$ cat src/rtl/aes_pkg.sv
// AES core package: opcodes, controller states, S-box tables and GF(2^8) helpers.
// Used by the controller, datapath, top level and testbench.
package aes_pkg;

  localparam int unsigned MaxRoundsDefault = 14;
  localparam int unsigned MinRounds        = 10;
  localparam int unsigned OpWidth          = 2;
  localparam int unsigned SlotWidth        = 4;
  localparam int unsigned RoundWidth       = 4;
  localparam int unsigned BlockWidth       = 128;

  typedef enum logic [1:0] {
    OP_LOAD    = 2'd0,
    OP_ENCRYPT = 2'd1,
    OP_DECRYPT = 2'd2,
    OP_NONE    = 2'd3
  } aes_op_e;

  typedef enum logic [2:0] {
    ST_IDLE,
    ST_KEY0,
    ST_ROUND,
    ST_LAST,
    ST_OUT
  } aes_state_e;

  // Datapath commands from the controller
  typedef struct packed {
    logic load_block;  // capture input block
    logic add_key;     // state ^= key (initial addition)
    logic round;       // run one full round with key
    logic last;        // final round (no mix)
    logic decrypt;     // inverse direction
  } aes_cmd_t;

  function automatic logic [7:0] xtime(input logic [7:0] v);
    xtime = {v[6:0], 1'b0} ^ (v[7] ? 8'h1b : 8'h00);
  endfunction

  function automatic logic [7:0] sbox(input logic [7:0] x);
    logic [7:0] t [256];
    t = '{
      8'h63,8'h7c,8'h77,8'h7b,8'hf2,8'h6b,8'h6f,8'hc5,8'h30,8'h01,8'h67,8'h2b,8'hfe,8'hd7,8'hab,8'h76,
      8'hca,8'h82,8'hc9,8'h7d,8'hfa,8'h59,8'h47,8'hf0,8'had,8'hd4,8'ha2,8'haf,8'h9c,8'ha4,8'h72,8'hc0,
      8'hb7,8'hfd,8'h93,8'h26,8'h36,8'h3f,8'hf7,8'hcc,8'h34,8'ha5,8'he5,8'hf1,8'h71,8'hd8,8'h31,8'h15,
      8'h04,8'hc7,8'h23,8'hc3,8'h18,8'h96,8'h05,8'h9a,8'h07,8'h12,8'h80,8'he2,8'heb,8'h27,8'hb2,8'h75,
      8'h09,8'h83,8'h2c,8'h1a,8'h1b,8'h6e,8'h5a,8'ha0,8'h52,8'h3b,8'hd6,8'hb3,8'h29,8'he3,8'h2f,8'h84,
      8'h53,8'hd1,8'h00,8'hed,8'h20,8'hfc,8'hb1,8'h5b,8'h6a,8'hcb,8'hbe,8'h39,8'h4a,8'h4c,8'h58,8'hcf,
      8'hd0,8'hef,8'haa,8'hfb,8'h43,8'h4d,8'h33,8'h85,8'h45,8'hf9,8'h02,8'h7f,8'h50,8'h3c,8'h9f,8'ha8,
      8'h51,8'ha3,8'h40,8'h8f,8'h92,8'h9d,8'h38,8'hf5,8'hbc,8'hb6,8'hda,8'h21,8'h10,8'hff,8'hf3,8'hd2,
      8'hcd,8'h0c,8'h13,8'hec,8'h5f,8'h97,8'h44,8'h17,8'hc4,8'ha7,8'h7e,8'h3d,8'h64,8'h5d,8'h19,8'h73,
      8'h60,8'h81,8'h4f,8'hdc,8'h22,8'h2a,8'h90,8'h88,8'h46,8'hee,8'hb8,8'h14,8'hde,8'h5e,8'h0b,8'hdb,
      8'he0,8'h32,8'h3a,8'h0a,8'h49,8'h06,8'h24,8'h5c,8'hc2,8'hd3,8'hac,8'h62,8'h91,8'h95,8'he4,8'h79,
      8'he7,8'hc8,8'h37,8'h6d,8'h8d,8'hd5,8'h4e,8'ha9,8'h6c,8'h56,8'hf4,8'hea,8'h65,8'h7a,8'hae,8'h08,
      8'hba,8'h78,8'h25,8'h2e,8'h1c,8'ha6,8'hb4,8'hc6,8'he8,8'hdd,8'h74,8'h1f,8'h4b,8'hbd,8'h8b,8'h8a,
      8'h70,8'h3e,8'hb5,8'h66,8'h48,8'h03,8'hf6,8'h0e,8'h61,8'h35,8'h57,8'hb9,8'h86,8'hc1,8'h1d,8'h9e,
      8'he1,8'hf8,8'h98,8'h11,8'h69,8'hd9,8'h8e,8'h94,8'h9b,8'h1e,8'h87,8'he9,8'hce,8'h55,8'h28,8'hdf,
      8'h8c,8'ha1,8'h89,8'h0d,8'hbf,8'he6,8'h42,8'h68,8'h41,8'h99,8'h2d,8'h0f,8'hb0,8'h54,8'hbb,8'h16};
    sbox = t[x];
  endfunction

  function automatic logic [7:0] inv_sbox(input logic [7:0] x);
    logic [7:0] t [256];
    t = '{
      8'h52,8'h09,8'h6a,8'hd5,8'h30,8'h36,8'ha5,8'h38,8'hbf,8'h40,8'ha3,8'h9e,8'h81,8'hf3,8'hd7,8'hfb,
      8'h7c,8'he3,8'h39,8'h82,8'h9b,8'h2f,8'hff,8'h87,8'h34,8'h8e,8'h43,8'h44,8'hc4,8'hde,8'he9,8'hcb,
      8'h54,8'h7b,8'h94,8'h32,8'ha6,8'hc2,8'h23,8'h3d,8'hee,8'h4c,8'h95,8'h0b,8'h42,8'hfa,8'hc3,8'h4e,
      8'h08,8'h2e,8'ha1,8'h66,8'h28,8'hd9,8'h24,8'hb2,8'h76,8'h5b,8'ha2,8'h49,8'h6d,8'h8b,8'hd1,8'h25,
      8'h72,8'hf8,8'hf6,8'h64,8'h86,8'h68,8'h98,8'h16,8'hd4,8'ha4,8'h5c,8'hcc,8'h5d,8'h65,8'hb6,8'h92,
      8'h6c,8'h70,8'h48,8'h50,8'hfd,8'hed,8'hb9,8'hda,8'h5e,8'h15,8'h46,8'h57,8'ha7,8'h8d,8'h9d,8'h84,
      8'h90,8'hd8,8'hab,8'h00,8'h8c,8'hbc,8'hd3,8'h0a,8'hf7,8'he4,8'h58,8'h05,8'hb8,8'hb3,8'h45,8'h06,
      8'hd0,8'h2c,8'h1e,8'h8f,8'hca,8'h3f,8'h0f,8'h02,8'hc1,8'haf,8'hbd,8'h03,8'h01,8'h13,8'h8a,8'h6b,
      8'h3a,8'h91,8'h11,8'h41,8'h4f,8'h67,8'hdc,8'hea,8'h97,8'hf2,8'hcf,8'hce,8'hf0,8'hb4,8'he6,8'h73,
      8'h96,8'hac,8'h74,8'h22,8'he7,8'had,8'h35,8'h85,8'he2,8'hf9,8'h37,8'he8,8'h1c,8'h75,8'hdf,8'h6e,
      8'h47,8'hf1,8'h1a,8'h71,8'h1d,8'h29,8'hc5,8'h89,8'h6f,8'hb7,8'h62,8'h0e,8'haa,8'h18,8'hbe,8'h1b,
      8'hfc,8'h56,8'h3e,8'h4b,8'hc6,8'hd2,8'h79,8'h20,8'h9a,8'hdb,8'hc0,8'hfe,8'h78,8'hcd,8'h5a,8'hf4,
      8'h1f,8'hdd,8'ha8,8'h33,8'h88,8'h07,8'hc7,8'h31,8'hb1,8'h12,8'h10,8'h59,8'h27,8'h80,8'hec,8'h5f,
      8'h60,8'h51,8'h7f,8'ha9,8'h19,8'hb5,8'h4a,8'h0d,8'h2d,8'he5,8'h7a,8'h9f,8'h93,8'hc9,8'h9c,8'hef,
      8'ha0,8'he0,8'h3b,8'h4d,8'hae,8'h2a,8'hf5,8'hb0,8'hc8,8'heb,8'hbb,8'h3c,8'h83,8'h53,8'h99,8'h61,
      8'h17,8'h2b,8'h04,8'h7e,8'hba,8'h77,8'hd6,8'h26,8'he1,8'h69,8'h14,8'h63,8'h55,8'h21,8'h0c,8'h7d};
    inv_sbox = t[x];
  endfunction

endpackage

$ cat src/rtl/aes_ctrl.sv
// AES controller: sequences key reads and rounds, owns the handshakes.
// Depends on aes_pkg.
module aes_ctrl #(
  parameter int unsigned MaxRounds = aes_pkg::MaxRoundsDefault
) (
  input  logic                            clk_i,
  input  logic                            rst_ni,
  input  logic                            in_valid_i,
  output logic                            in_ready_o,
  input  logic [aes_pkg::OpWidth-1:0]     opcode_i,
  input  logic [aes_pkg::RoundWidth-1:0]  num_rounds_i,
  output logic                            out_valid_o,
  input  logic                            out_ready_i,
  output logic [$clog2(MaxRounds+1)-1:0]  key_addr_o,
  output aes_pkg::aes_cmd_t               cmd_o
);
  import aes_pkg::*;

  localparam int unsigned AW = $clog2(MaxRounds + 1);

  aes_state_e state_q, state_d;
  logic [AW-1:0] rnd_q, rnd_d;     // rounds done so far
  logic [AW-1:0] nr_q, nr_d;       // clamped round count
  logic          dec_q, dec_d;
  logic [AW-1:0] nr_clamp;
  aes_op_e       op;

  assign op = aes_op_e'(opcode_i);

  // Clamp the configured count into the supported range
  always_comb begin
    if (num_rounds_i < RoundWidth'(MinRounds)) begin
      nr_clamp = AW'(MinRounds);
    end else if (32'(num_rounds_i) > MaxRounds) begin
      nr_clamp = AW'(MaxRounds);
    end else begin
      nr_clamp = AW'(num_rounds_i);
    end
  end

  always_ff @(posedge clk_i or negedge rst_ni) begin
    if (!rst_ni) begin
      state_q <= ST_IDLE;
      rnd_q   <= '0;
      nr_q    <= AW'(MinRounds);
      dec_q   <= 1'b0;
    end else begin
      state_q <= state_d;
      rnd_q   <= rnd_d;
      nr_q    <= nr_d;
      dec_q   <= dec_d;
    end
  end

  // Next state and commands; the key address is issued in the cycle before its use
  always_comb begin
    state_d     = state_q;
    rnd_d       = rnd_q;
    nr_d        = nr_q;
    dec_d       = dec_q;
    in_ready_o  = 1'b0;
    out_valid_o = 1'b0;
    cmd_o       = '0;
    cmd_o.decrypt = dec_q;
    key_addr_o  = dec_q ? AW'(nr_q - rnd_q) : rnd_q;
    unique case (state_q)
      ST_IDLE: begin
        in_ready_o = 1'b1;
        if (in_valid_i && (op == OP_ENCRYPT || op == OP_DECRYPT)) begin
          dec_d = (op == OP_DECRYPT);
          nr_d  = nr_clamp;
          rnd_d = '0;
          cmd_o.load_block = 1'b1;
          key_addr_o = (op == OP_DECRYPT) ? nr_clamp : '0;
          state_d = ST_KEY0;
        end
      end
      ST_KEY0: begin
        cmd_o.add_key = 1'b1;
        rnd_d = AW'(1);
        key_addr_o = dec_q ? AW'(nr_q - AW'(1)) : AW'(1);
        state_d = (nr_q == AW'(1)) ? ST_LAST : ST_ROUND;
      end
      ST_ROUND: begin
        cmd_o.round = 1'b1;
        rnd_d = rnd_q + AW'(1);
        key_addr_o = dec_q ? AW'(nr_q - rnd_d) : rnd_d;
        if (rnd_d == nr_q) begin
          state_d = ST_LAST;
        end
      end
      ST_LAST: begin
        cmd_o.last = 1'b1;
        state_d = ST_OUT;
      end
      ST_OUT: begin
        out_valid_o = 1'b1;
        if (out_ready_i) begin
          state_d = ST_IDLE;
        end
      end
      default: state_d = ST_IDLE;
    endcase
  end

endmodule

$ cat config.mk
export PLATFORM = sky130hd
export DESIGN_NAME = aes_ctrl
export DESIGN_NICKNAME = d
export VERILOG_FILES = /design/src/rtl/aes_pkg.sv /design/src/rtl/aes_ctrl.sv
export SDC_FILE = /design/constraint.sdc
export NUM_CORES = 1
export LEC_CHECK = 0
export BUFFER_PORTS_ARGS = -buffer_cell sky130_fd_sc_hd__buf_4
export CORE_UTILIZATION = 49
export DETAILED_ROUTE_END_ITERATION = 10
export MAX_ROUTING_LAYER = met4
export PLACE_DENSITY = 0.75
export SLEW_MARGIN = 40
export SYNTH_ARGS = -nofsm -noshare
export SYNTH_HDL_FRONTEND = slang
export SYNTH_SLANG_ARGS = --single-unit
$ cat constraint.sdc
create_clock -name clk_i -period 2.65 [get_ports clk_i]
set_clock_uncertainty 0.2 [all_clocks]
set_input_delay 0.53 -clock clk_i [delete_from_list [all_inputs] [get_ports clk_i]]
set_output_delay 0.53 -clock clk_i [all_outputs]
set_load 0.1 [all_outputs]
==> metrics.md <==
| Metric | Value |
|---|---|
| Status | finished, violations left |
| Violated checks | setup timing |
| Endpoint class of the critical path | output pin |
| Critical path type | flip-flop to output pin |
| Period minus WS final | around 3.3 ns |
| Top-area cell type share of the netlist area | 22.1% |
| Setup violators final | 4 |
| Synth Warn # | 0 |
| Most used cell, CP | ha_4 |
| Worst skew pair latency | 0.28 ns |
| Final hold vios | 0 |
| CTS tree | yes |
| Die area | 2510 µm² |
| Max-slew headroom | between 70% and 80% |
| Sequential-to-total area share from yosys stat | between 20% and 30% |
| Worst-path fanout max | 3 |
| Layout cell share with drive strength beyond 1 | between 40% and 50% |
| First-pass GRT wire length | 5.75 mm |
| GRT Overall Usage | approximately 32% |
| Hold worst-path end | state_q[2]$_DFFE_PN0P_ |
| First drt pass iteration count | 4 |
| FFs w/ async S/R, synth | 100% |
| Clock Path Buffers | 2 |
| Post-synth EDFFs | 0 |
| GR Overflow Total | 0 |
| Clock sink count | 12 |
| Antenna cells | 0 |
| CP Launch Type | flip-flop |
| Area grow syn2layout | 58.1% |
| Hold slack | between 0.2 and 0.25 ns |
| Hold depth | 2 |
| Worst EP required | 1.92 ns |
| R2r startpoint | rnd_q[1]$_DFFE_PN0P_ |
| H-tree depth | 1 |
| Ys flop type | dfrtp_1 |
| Max Cap Viol | 0 |
| Delay of the slowest cell on the worst path | 0.41 ns |
| Hold crit path type | input port to flip-flop |
| Most frequent cells after synthesis | nand2_1 (20), o21ai_0 (15), inv_1 (14), dfrtp_1 (10), ha_1 (10) |
| Initial Util | 51.7% |
| Crit-path slowest cell | dfrtp_1 |
| Fin area | between 1500 and 2000 µm² |
| Final HPWL DP | 2.41 mm |
| Netlist cell types | 37 |
| Gate Count Post-Synth | 139 |
| CP Cell Sequence | buf_6, ha_4, xnor2_4, ha_4, nand2_4, o21ai_2, xor2_1, a221o_1, nand3_2, a31oi_4, buf_12 |
| Worst Hold Launch | out_ready_i |
| Final Cycle Share | 124% |
| #FFs+latches synth | 12 |
| Final worst setup slack | -0.635 ns |
| Top cells by area, synth | dfrtp_1 (22%), ha_1 (11%), nand2_1 (6.6%), o21ai_0 (6.6%), dfstp_2 (4.6%) |
| Most frequent cell after synthesis | nand2_1 |
| Ports | 21 |
| Fmax | between 300 and 400 MHz |
| Syn_area_per_cell | 8.15 µm² |
| Clock slew at reported path FFs | 0.09 ns |
| Rows | 17 |
| Placed Instance Area | 1530 µm² |
| Gpl congestion | 0.924 |
| Final nets | 212 |
| Die height | 50.1 µm |
| Antenna violations before repair | 0 |
| Reg-to-reg setup timing slack | 0.50 ns |
| DRC | 0 |
| Port buffer count | 20 |
| Final wirelength | 3.87 mm |
| Largest net degree at the start of global routing | 15 |
| Worst Tran Pin Value | 0.410 ns |
| Synth Net Count | 161 |
| Mapped Area | 1130 µm² |
| RR Endpoint | state_q[0]$_DFFE_PN0P_ |
| Vias in the first global route | 1264 |
| Post-synth top area cell | dfrtp_1 |
| CP Data Arrival Time | 2.56 ns |
| R2R cell count | 9 |
| Die W | between 50 and 60 µm |
| Via count | 1308 |
| 1st-iter DRT viols | 57 |
| Antenna viol nets, final | 0 |
| Fillcell total | 129 |
| Mean routed wirelength per cell | 17.8 µm |
| Max Slew Vio Count | 0 |
| Core area | 2190 µm² |
| TritonCTS buffer count | 3 |
| Via-to-Cell Ratio | 6.03 |
| Root cell of the clock tree | clkbuf_4 |
| RSZ-0062 raised after global routing | yes |
through the flow:
| stage | util [%] | TNS, ns | std cells | setup WS [ns] |
|---|---|---|---|---|
| finish | 81.7 | -1.60 | 217 | -0.635 |
| global route | 81.7 | -1.84 | 217 | -0.742 |
| CTS | 77.7 | -1.32 | 216 | -0.603 |
| detailed placement | 69.7 | -1.01 | 209 | -0.470 |
| global placement | 69.7 | -0.849 | 209 | -0.381 |
| floorplan | - | -5.34 | 139 | -1.88 |
worst max-delay path: cells and delay by family, from the launching register on:
family                     cells  cell delay, ns
AOI/OAI and AO/OA              3            0.56
adders and majority gates      2            0.47
DFF                            1            0.41
xor gates and xnor gates       2            0.36
buffers and inverters          2            0.32
and+or+nand+nor                2            0.15
layout by cell type (no fill, tap or decap), drive strengths merged, types with 2 or more instances in the layout:
master    count
o21ai        15
nand2        21
o211ai        2
nor2          6
o22ai         3
dfrtp        10
xor2          4
nor3          5
dfstp         2
clkinvlp      2
o221ai        2
ha           10
xnor2         4
fa            2
a21oi         9
buf          51
nor3b         3
clkbuf        4
nand2b        5
inv          12
nor2b         2
nor4b         2
nand3         4
state kept, by name, indices dropped and copies added (netlist names):
register and flops:
dec_q 1, state_q 3, rnd_q 4, nr_q 4
final cells by class:
cell class	count	area (µm²)	area share, %
clock buffers	4	36.3	2.03
inverters	14	62.6	3.49
multi-input cells	107	906	50.6
flip-flops and latches	12	307	17.1
well taps	28	35.0	1.96
repair buffers	52	444	24.8
how the worst max path moves through the flow:
stage                                       from       endpoint  slack (ns)  cells after the start
after floorplan           state_q[2]$_DFFE_PN0P_  key_addr_o[1]       -1.88                      6
after global placement      rnd_q[1]$_DFFE_PN0P_  key_addr_o[3]       -0.38                     11
after detailed placement     nr_q[1]$_DFFE_PN1P_  key_addr_o[3]       -0.47                     10
after CTS                   rnd_q[1]$_DFFE_PN0P_  key_addr_o[3]       -0.60                     11
after global routing        rnd_q[1]$_DFFE_PN0P_  key_addr_o[3]       -0.74                     11
final                       rnd_q[1]$_DFFE_PN0P_  key_addr_o[3]       -0.64                     11
layer usage:
| metal | routed length [µm] | vias to the layer above | GRT usage, % |
|---|---|---|---|
| met2 | 1950 | 84 | 53.1 |
| met1 | 1450 | 615 | 37.9 |
| met4 | 174 | 0 | 12.9 |
| li1 | - | 586 | - |
| met5 | 0 | - | - |
| met3 | 288 | 23 | 6.17 |
cell families after synthesis:
family / count (synthesis) / share of synthesized area [%]
flops: 12 / 26.7
xor+xnor: 8 / 6.85
simple gates: 50 / 22.8
compound gates: 37 / 19.7
buf+inv: 20 / 9.39
fa+ha+maj: 12 / 14.6
repair_timing:
item | 4_1_cts | 5_1_grt
resized for setup | 24 | 17
endpoints found under the setup margin | 4 | 4
pin swaps | 14 | 12
endpoints found under the hold margin | 10 | 0
buffers inserted | 2 | 1
hold buffers | 1 | 0
Power is left out: the tool's default activity adds up to more than one toggle a clock period on the data nets, which glitch-free logic cannot reach.
